[src/sv/hmlf_pkg.sv]
// Package: shared constants, types and key table for the HTTP length framer.
`default_nettype none
package hmlf_pkg;

   localparam int MAX_DIGITS_DEF  = 9;
   localparam int LENGTH_BITS_DEF = 32;

   localparam int KEY_LEN  = 15;
   localparam int KEY_W    = 4;
   localparam int VALUE_W  = 30;
   localparam int DIGIT_W  = 4;
   localparam int MSGLEN_W = 32;

   localparam logic [7:0] CHAR_CR   = 8'h0D;
   localparam logic [7:0] CHAR_LF   = 8'h0A;
   localparam logic [7:0] CHAR_ZERO = 8'h30;
   localparam logic [7:0] CHAR_NINE = 8'h39;

   localparam logic [8*KEY_LEN-1:0] KEY_STR = "Content-Length:";

   typedef struct packed {
      logic [7:0]          out_byte;
      logic                in_body;
      logic                is_last;
      logic [MSGLEN_W-1:0] message_length;
      logic                length_error;
   } hmlf_result_type;

   function automatic logic [7:0] key_char(input logic [KEY_W-1:0] idx);
      logic [7:0] c;
      c = 8'h00;
      for (int i = 0; i < KEY_LEN; i++) begin
         if (idx == KEY_W'(i)) begin
            c = KEY_STR[8*(KEY_LEN-1-i) +: 8];
         end
      end
      return c;
   endfunction

endpackage
`default_nettype wire

[src/sv/hmlf_parser.sv]
// Parser: header scan, length gathering, body count and per-byte result.
`default_nettype none
module hmlf_parser #(
   parameter int MAX_DIGITS  = hmlf_pkg::MAX_DIGITS_DEF,
   parameter int LENGTH_BITS = hmlf_pkg::LENGTH_BITS_DEF
) (
   input  wire logic                     clock,
   input  wire logic                     reset,
   input  wire logic                     step,
   input  wire logic [7:0]               in_byte,
   output hmlf_pkg::hmlf_result_type     result
);
   import hmlf_pkg::*;

   localparam logic [1:0] BLK_NONE   = 2'd0;
   localparam logic [1:0] BLK_CR     = 2'd1;
   localparam logic [1:0] BLK_CRLF   = 2'd2;
   localparam logic [1:0] BLK_CRLFCR = 2'd3;

   localparam int EXT_W = (LENGTH_BITS > MSGLEN_W) ? LENGTH_BITS : MSGLEN_W + 1;

   logic [1:0]             blank_ff,     blank_in;
   logic [KEY_W-1:0]       key_prog_ff,  key_prog_in;
   logic                   key_found_ff, key_found_in;
   logic                   reading_ff,   reading_in;
   logic [VALUE_W-1:0]     length_ff,    length_in;
   logic [DIGIT_W-1:0]     digits_ff,    digits_in;
   logic                   body_ff,      body_in;
   logic [VALUE_W-1:0]     left_ff,      left_in;
   logic [LENGTH_BITS-1:0] seen_ff,      seen_in;
   logic                   ovf_ff,       ovf_in;

   always_comb begin
      logic             last;
      logic             blank_done;
      logic             is_digit;
      logic [KEY_W-1:0] kp;
      logic [EXT_W-1:0] seen_ext;
      logic [VALUE_W-1:0] left_dec;

      blank_in     = blank_ff;
      key_prog_in  = key_prog_ff;
      key_found_in = key_found_ff;
      reading_in   = reading_ff;
      length_in    = length_ff;
      digits_in    = digits_ff;
      body_in      = body_ff;
      left_in      = left_ff;
      ovf_in       = ovf_ff;
      last         = 1'b0;
      blank_done   = 1'b0;
      is_digit     = (in_byte >= CHAR_ZERO) && (in_byte <= CHAR_NINE);
      kp           = key_prog_ff;
      left_dec     = left_ff;

      seen_in = (seen_ff != '1) ? seen_ff + 1'b1 : seen_ff;

      if (body_ff) begin
         if (left_ff != '0) begin
            left_dec = left_ff - 1'b1;
         end
         left_in = left_dec;
         if (left_dec == '0) begin
            last = 1'b1;
         end
      end else begin
         if (reading_ff) begin
            if (in_byte == CHAR_CR) begin
               reading_in = 1'b0;
            end else if (is_digit) begin
               if (digits_ff < DIGIT_W'(MAX_DIGITS)) begin
                  length_in = (length_ff << 3) + (length_ff << 1)
                            + VALUE_W'(in_byte - CHAR_ZERO);
                  digits_in = digits_ff + 1'b1;
               end else begin
                  ovf_in = 1'b1;
               end
            end
         end else if (!key_found_ff) begin
            if (in_byte == key_char(key_prog_ff)) begin
               kp = key_prog_ff + 1'b1;
            end else begin
               kp = (in_byte == key_char('0)) ? KEY_W'(1) : '0;
            end
            if (kp >= KEY_W'(KEY_LEN)) begin
               key_found_in = 1'b1;
               reading_in   = 1'b1;
               kp           = '0;
            end
            key_prog_in = kp;
         end

         case (blank_ff)
            BLK_NONE: begin
               blank_in = (in_byte == CHAR_CR) ? BLK_CR : BLK_NONE;
            end
            BLK_CR: begin
               blank_in = (in_byte == CHAR_LF) ? BLK_CRLF :
                          ((in_byte == CHAR_CR) ? BLK_CR : BLK_NONE);
            end
            BLK_CRLF: begin
               blank_in = (in_byte == CHAR_CR) ? BLK_CRLFCR : BLK_NONE;
            end
            default: begin
               if (in_byte == CHAR_LF) begin
                  blank_done = 1'b1;
                  blank_in   = BLK_NONE;
               end else begin
                  blank_in = (in_byte == CHAR_CR) ? BLK_CR : BLK_NONE;
               end
            end
         endcase

         if (blank_done) begin
            if (key_found_in && length_in != '0) begin
               body_in = 1'b1;
               left_in = length_in;
            end else begin
               last = 1'b1;
            end
         end
      end

      seen_ext = EXT_W'(seen_in);
      result.out_byte       = in_byte;
      result.in_body        = body_ff;
      result.is_last        = last;
      result.length_error   = ovf_in;
      result.message_length = '0;
      if (last) begin
         result.message_length = (seen_ext > EXT_W'({MSGLEN_W{1'b1}})) ?
                                 {MSGLEN_W{1'b1}} : seen_ext[MSGLEN_W-1:0];
      end

      if (last) begin
         blank_in     = BLK_NONE;
         key_prog_in  = '0;
         key_found_in = 1'b0;
         reading_in   = 1'b0;
         length_in    = '0;
         digits_in    = '0;
         body_in      = 1'b0;
         left_in      = '0;
         seen_in      = '0;
         ovf_in       = 1'b0;
      end
   end

   always_ff @(posedge clock) begin
      if (reset) begin
         blank_ff     <= BLK_NONE;
         key_prog_ff  <= '0;
         key_found_ff <= 1'b0;
         reading_ff   <= 1'b0;
         length_ff    <= '0;
         digits_ff    <= '0;
         body_ff      <= 1'b0;
         left_ff      <= '0;
         seen_ff      <= '0;
         ovf_ff       <= 1'b0;
      end else if (step) begin
         blank_ff     <= blank_in;
         key_prog_ff  <= key_prog_in;
         key_found_ff <= key_found_in;
         reading_ff   <= reading_in;
         length_ff    <= length_in;
         digits_ff    <= digits_in;
         body_ff      <= body_in;
         left_ff      <= left_in;
         seen_ff      <= seen_in;
         ovf_ff       <= ovf_in;
      end
   end

   a_last_clears: assert property (@(posedge clock) disable iff (reset)
      step && result.is_last |=> (seen_ff == '0) && !body_ff && !key_found_ff)
      else $error("state not cleared after last byte");

   a_body_needs_key: assert property (@(posedge clock) disable iff (reset)
      body_ff |-> key_found_ff && (left_ff != '0))
      else $error("body phase without key or remaining count");

   a_digit_bound: assert property (@(posedge clock) disable iff (reset)
      digits_ff <= DIGIT_W'(MAX_DIGITS))
      else $error("digit count beyond limit");

   a_key_prog_bound: assert property (@(posedge clock) disable iff (reset)
      key_prog_ff < KEY_W'(KEY_LEN))
      else $error("key match index out of range");

endmodule
`default_nettype wire

[src/sv/http_message_length_framer_top.sv]
// Each req byte is held in the input register, then its result in the result register behind rsp_tvalid.
// One byte per cycle unless rsp_tready stalls; an empty input register takes req while a result waits.
// The parser state is one step of logic between the two registers.
// Reset (synchronous, active high) clears all parser state and both valid flags.
// No memory, no clearing pass: the block takes data in the first cycle after reset.
// Top level: stream ports, input and result registers around the parser.
`default_nettype none
module http_message_length_framer_top #(
   parameter int MAX_DIGITS  = hmlf_pkg::MAX_DIGITS_DEF,
   parameter int LENGTH_BITS = hmlf_pkg::LENGTH_BITS_DEF
) (
   input  wire logic        clock,
   input  wire logic        reset,
   input  wire logic        req_tvalid,
   output logic             req_tready,
   input  wire logic [7:0]  req_tdata,   // [7:0] data_byte
   output logic             rsp_tvalid,
   input  wire logic        rsp_tready,
   output logic [39:0]      rsp_tdata,   // [7:0] out_byte, [39:8] message_length
   output logic [1:0]       rsp_tuser,   // [0] in_body, [1] length_error
   output logic             rsp_tlast    // is_last
);
   import hmlf_pkg::*;

   logic            in_valid_ff, in_valid_in;
   logic [7:0]      in_byte_ff,  in_byte_in;
   logic            out_valid_ff, out_valid_in;
   hmlf_result_type out_ff, out_in;
   hmlf_result_type res;
   logic            advance;
   logic            step;
   logic            req_take;

   assign advance    = !out_valid_ff || rsp_tready;
   assign step       = in_valid_ff && advance;
   assign req_tready = !in_valid_ff || advance;
   assign req_take   = req_tvalid && req_tready;

   hmlf_parser #(
      .MAX_DIGITS  (MAX_DIGITS),
      .LENGTH_BITS (LENGTH_BITS)
   ) u_parser (
      .clock   (clock),
      .reset   (reset),
      .step    (step),
      .in_byte (in_byte_ff),
      .result  (res)
   );

   always_comb begin
      in_valid_in  = req_take ? 1'b1 : (step ? 1'b0 : in_valid_ff);
      in_byte_in   = req_take ? req_tdata : in_byte_ff;
      out_valid_in = step ? 1'b1 : (rsp_tready ? 1'b0 : out_valid_ff);
      out_in       = step ? res : out_ff;
   end

   always_ff @(posedge clock) begin
      if (reset) begin
         in_valid_ff  <= 1'b0;
         out_valid_ff <= 1'b0;
      end else begin
         in_valid_ff  <= in_valid_in;
         out_valid_ff <= out_valid_in;
      end
   end

   always_ff @(posedge clock) begin
      in_byte_ff <= in_byte_in;
      out_ff     <= out_in;
   end

   assign rsp_tvalid = out_valid_ff;
   assign rsp_tdata  = {out_ff.message_length, out_ff.out_byte};
   assign rsp_tuser  = {out_ff.length_error, out_ff.in_body};
   assign rsp_tlast  = out_ff.is_last;

endmodule
`default_nettype wire
[config.mk]
export PLATFORM = sky130hd
export DESIGN_NAME = http_message_length_framer_top
export DESIGN_NICKNAME = d
export VERILOG_FILES = /design/src/sv/hmlf_pkg.sv /design/src/sv/hmlf_parser.sv /design/src/sv/http_message_length_framer_top.sv
export SDC_FILE = /design/constraint.sdc
export NUM_CORES = 1
export LEC_CHECK = 0
export ABC_AREA = 0
export BUFFER_PORTS_ARGS = -buffer_cell sky130_fd_sc_hd__buf_2
export CAP_MARGIN = 10
export CORE_MARGIN = 2
export CORE_UTILIZATION = 57
export CTS_BUF_LIST = sky130_fd_sc_hd__clkbuf_8 sky130_fd_sc_hd__clkbuf_16
export DETAILED_ROUTE_END_ITERATION = 8
export GPL_ROUTABILITY_DRIVEN = 0
export PLACE_DENSITY = 0.78
export SLEW_MARGIN = 20
export SYNTH_ARGS = -nofsm -noshare
export SYNTH_HDL_FRONTEND = slang
export SYNTH_SLANG_ARGS = --single-unit
export TNS_END_PERCENT = 100
[constraint.sdc]
create_clock -name clock -period 6.4 [get_ports clock]
set_input_delay 0 -clock clock [delete_from_list [all_inputs] [get_ports clock]]
set_output_delay 0 -clock clock [all_outputs]
set_load 0.005 [all_outputs]
==> summary.md <==
| Metric | Value |
|---|---|
| DP Area | `between 10000 and 15000 sq um` |
| Clock Latency Late Sink | `0.45 ns` |
| Drt wl/cell | `17.7 um` |
| Max-slew violations | `0` |
| Cell with the most instances after synthesis | `nand2_1` |
| Worst Path Max Fanout | `61` |
| Synth top area cells | `dfxtp_1 (20%), edfxtp_1 (14%), nand2_1 (5.4%)` |
| Synth cell types | `85` |
| Mapped Cells | `1329` |
| Final setup TNS | `0 ns` |
| Reg clk slew, reported paths | `~0.08 ns` |
| Cell area after synthesis | `11000 sq um` |
| Final hold vios | `0` |
| Outcome | `complete, no violations` |
| Total track usage | `0.285` |
| Initial Util | `0.585` |
| Number of nets in the layout | `1426` |
| Total number of vias | `10200` |
| Layout Skew | `0.0147 ns` |
| Die width | `143 um` |
| CP required | `between 6 and 7 ns` |
| Antenna cells | `0` |
| RSZ-0062 raised after global routing | `no` |
| Final ANT Viol Nets | `0` |
| CTS tree | `built` |
| Relative slew slack | `0.308` |
| Die height | `143 um` |
| Max Cap Viol | `0` |
| R2R Setup Slk | `0.26 ns` |
| Top Ports | `57` |
| Maximum vdd drop | `175 uV` |
| H-Tree Level Count | `4` |
| Number of synthesized register bits | `approximately 160` |
| # port buffers | `between 50 and 60` |
| Max Root-Sink Buffers | `2` |
| Worst hold path class | `input pin to flop` |
| Worst r2r src | `in_byte_ff[4]` |
| Routed WL | `28.6 mm` |
| Hold Path Origin | `reset` |
| Sequential fraction of the synthesis area | `0.334` |
| Ys Warns | `0` |
| Core area | `18900 sq um` |
| DRT Pass-1 Iters | `7` |
| Max Clk Rate | `163 MHz` |
| Final instance area | `12100 sq um` |
| Dominant synthesized flop cell | `dfxtp_1` |
| Number of global-route vias before repair | `around 9300` |
| Post-route minimum period | `6.14 ns` |
| Worst-margin pin slew | `1.03 ns` |
| First-pass GRT wire length | `47.2 mm` |
| Syn avg cell area | `8.31 sq um` |
| Startpoint class of the critical path | `flop` |
| Crit. End Element | `flop` |
| Critical Path AT | `6.47 ns` |
| Setup Viol. Count Final | `0` |
| Die ar. | `about 21000 sq um` |
| Yosys top cell by area | `dfxtp_1` |
| Layout cells sized above 1 | `0.0955` |
| Hold EP | `rsp_tvalid` |
| Post-Syn Nets | `1407` |
| Area Overhead vs Synth | `9.82%` |
| R2R Path End | `u_parser.blank_ff[1]` |
| Post-synth EDFFs | `51` |
| Critical Setup Path Class | `flop to flop` |
| Pwr dens | `around 190 nW/um^2` |
| Top cells by count, synth | `nand2_1 (159), nor2_1 (124), dfxtp_1 (108)` |
| Path depth of the worst reg2reg path | `18` |
| Initial antenna violation count | `0` |
| Largest net degree at the start of global routing | `69` |
| DR DRC count | `0` |
| Post-synth ARST share | `0` |
| GRT overflow | `0` |
| Vias per cell | `6.31` |
| Root Buffer | `clkbuf_16` |
| DRT iter0 DRCs | `1165` |
| Share of the synthesized area in the top cell type | `0.196` |
| Post-detail-place hpwl | `~20 mm` |
| CTS Sinks | `159` |
| Worst hold margin | `0.0496 ns` |
| Final period utilization | `0.960` |
| WHS Path Cells | `2` |
| Leak Pwr | `4.55 nW` |
| # rows | `50` |
| Clock buffer count from CTS | `17` |
final cells by class:
type / count / area, sq um
flip-flops and latches: 159 / 3690
well taps: 260 / 325
clock inverters: 15 / 204
multi-input cells: 1043 / 6820
clock buffers: 17 / 425
repair buffers: 80 / 488
inverters: 47 / 179
fillers: 1606 / 6760
worst max-delay path by stage:
stage	start	end	cells after the start
detailed placement	in_byte_ff[4]	u_parser.blank_ff[1]	18
global placement	in_byte_ff[4]	u_parser.blank_ff[1]	18
global route	in_byte_ff[4]	u_parser.seen_ff[3]	18
CTS	in_byte_ff[4]	u_parser.blank_ff[1]	18
floorplan	in_byte_ff[4]	u_parser.seen_ff[0]	18
finish	in_byte_ff[4]	u_parser.blank_ff[1]	18
power by group:
part           switching, mW  total [mW]  internal, mW
Clock                  0.525        1.06         0.539
Sequential            0.0109        1.07          1.05
Combinational         0.0881       0.135        0.0468
Total                  0.624        2.26          1.64
cell usage in the layout (no fill, tap or decap), drive strengths merged, types with 7 or more instances in the layout:
master,count
fa,27
xnor2,31
nand3,54
nor3,47
a21oi,71
or3,14
a32o,7
ha,39
nor4,22
inv,53
and3,15
a22o,14
nand2,159
nor2,124
and2,14
a211oi,10
clkbuf,17
o22ai,18
edfxtp,51
o31ai,14
o2111ai,7
buf,69
nand4,35
o41ai,7
xor2,36
dfxtp,108
dlygate4sd3,11
o211ai,8
mux2i,15
o21ai,92
clkinv,9
nor2b,13
or4,23
a31oi,28
o21a,14
a21o,11
sequential cells by signal, indices dropped and copies added, names as in the netlist, 2 cells and up:
signal	count
u_parser.blank_ff	2
u_parser.key_prog_ff	4
u_parser.seen_ff	32
u_parser.left_ff	30
u_parser.length_ff	30
u_parser.digits_ff	4
rsp_tdata	40
in_byte_ff	8
rsp_tuser	2
stage by stage:
step	utilization	instances	setup slack (ns)	power, mW
6_report	0.642	1621	0.255	2.26
3_5_place_dp	0.603	1578	0.357	1.22
3_3_place_gp	0.603	1578	0.506	1.21
4_1_cts	0.642	1621	0.353	2.26
5_1_grt	0.642	1621	0.000888	2.31
2_1_floorplan	-	1329	0.416	1.17
what timing repair did:
action / CTS / global route
resized for setup: 0 / 1
hold buffers: 11 / 0
hold endpoints to repair: 10 / 0
setup buffers: 0 / 0
setup endpoints to repair: 0 / 23
kinds of logic after synthesis:
group,Yosys count,synth area share
xor+xnor,68,0.0552
mux,16,0.0146
fa+ha+maj,66,0.0931
flops,159,0.334
buf+inv,127,0.0508
simple gates,551,0.250
compound gates,342,0.202
worst max-delay path, cell delays in order, from the launching register on:
cell	delay [ns]
edfxtp_1	0.47
ha_1	0.31
nor3_4	0.14
buf_4	0.36
fa_1	0.49
ha_1	0.39
a21oi_1	0.36
o21a_1	0.23
o22ai_1	0.11
a211oi_1	0.52
a31o_2	0.26
nor4bb_1	0.31
nand4_1	0.16
nor4_1	0.17
or4b_1	0.60
a31o_4	0.36
buf_4	0.33
nand2_1	0.28
o21ai_0	0.12
layer usage:
layer	vias to the layer above	GRT usage	share of wire
met1	4787	0.410	0.46
met2	440	0.441	0.44
li1	4935	-	-
met4	0	0.0784	0.019
met5	-	0	0
met3	59	0.0526	0.081
(Power assumes the default switching activity.)
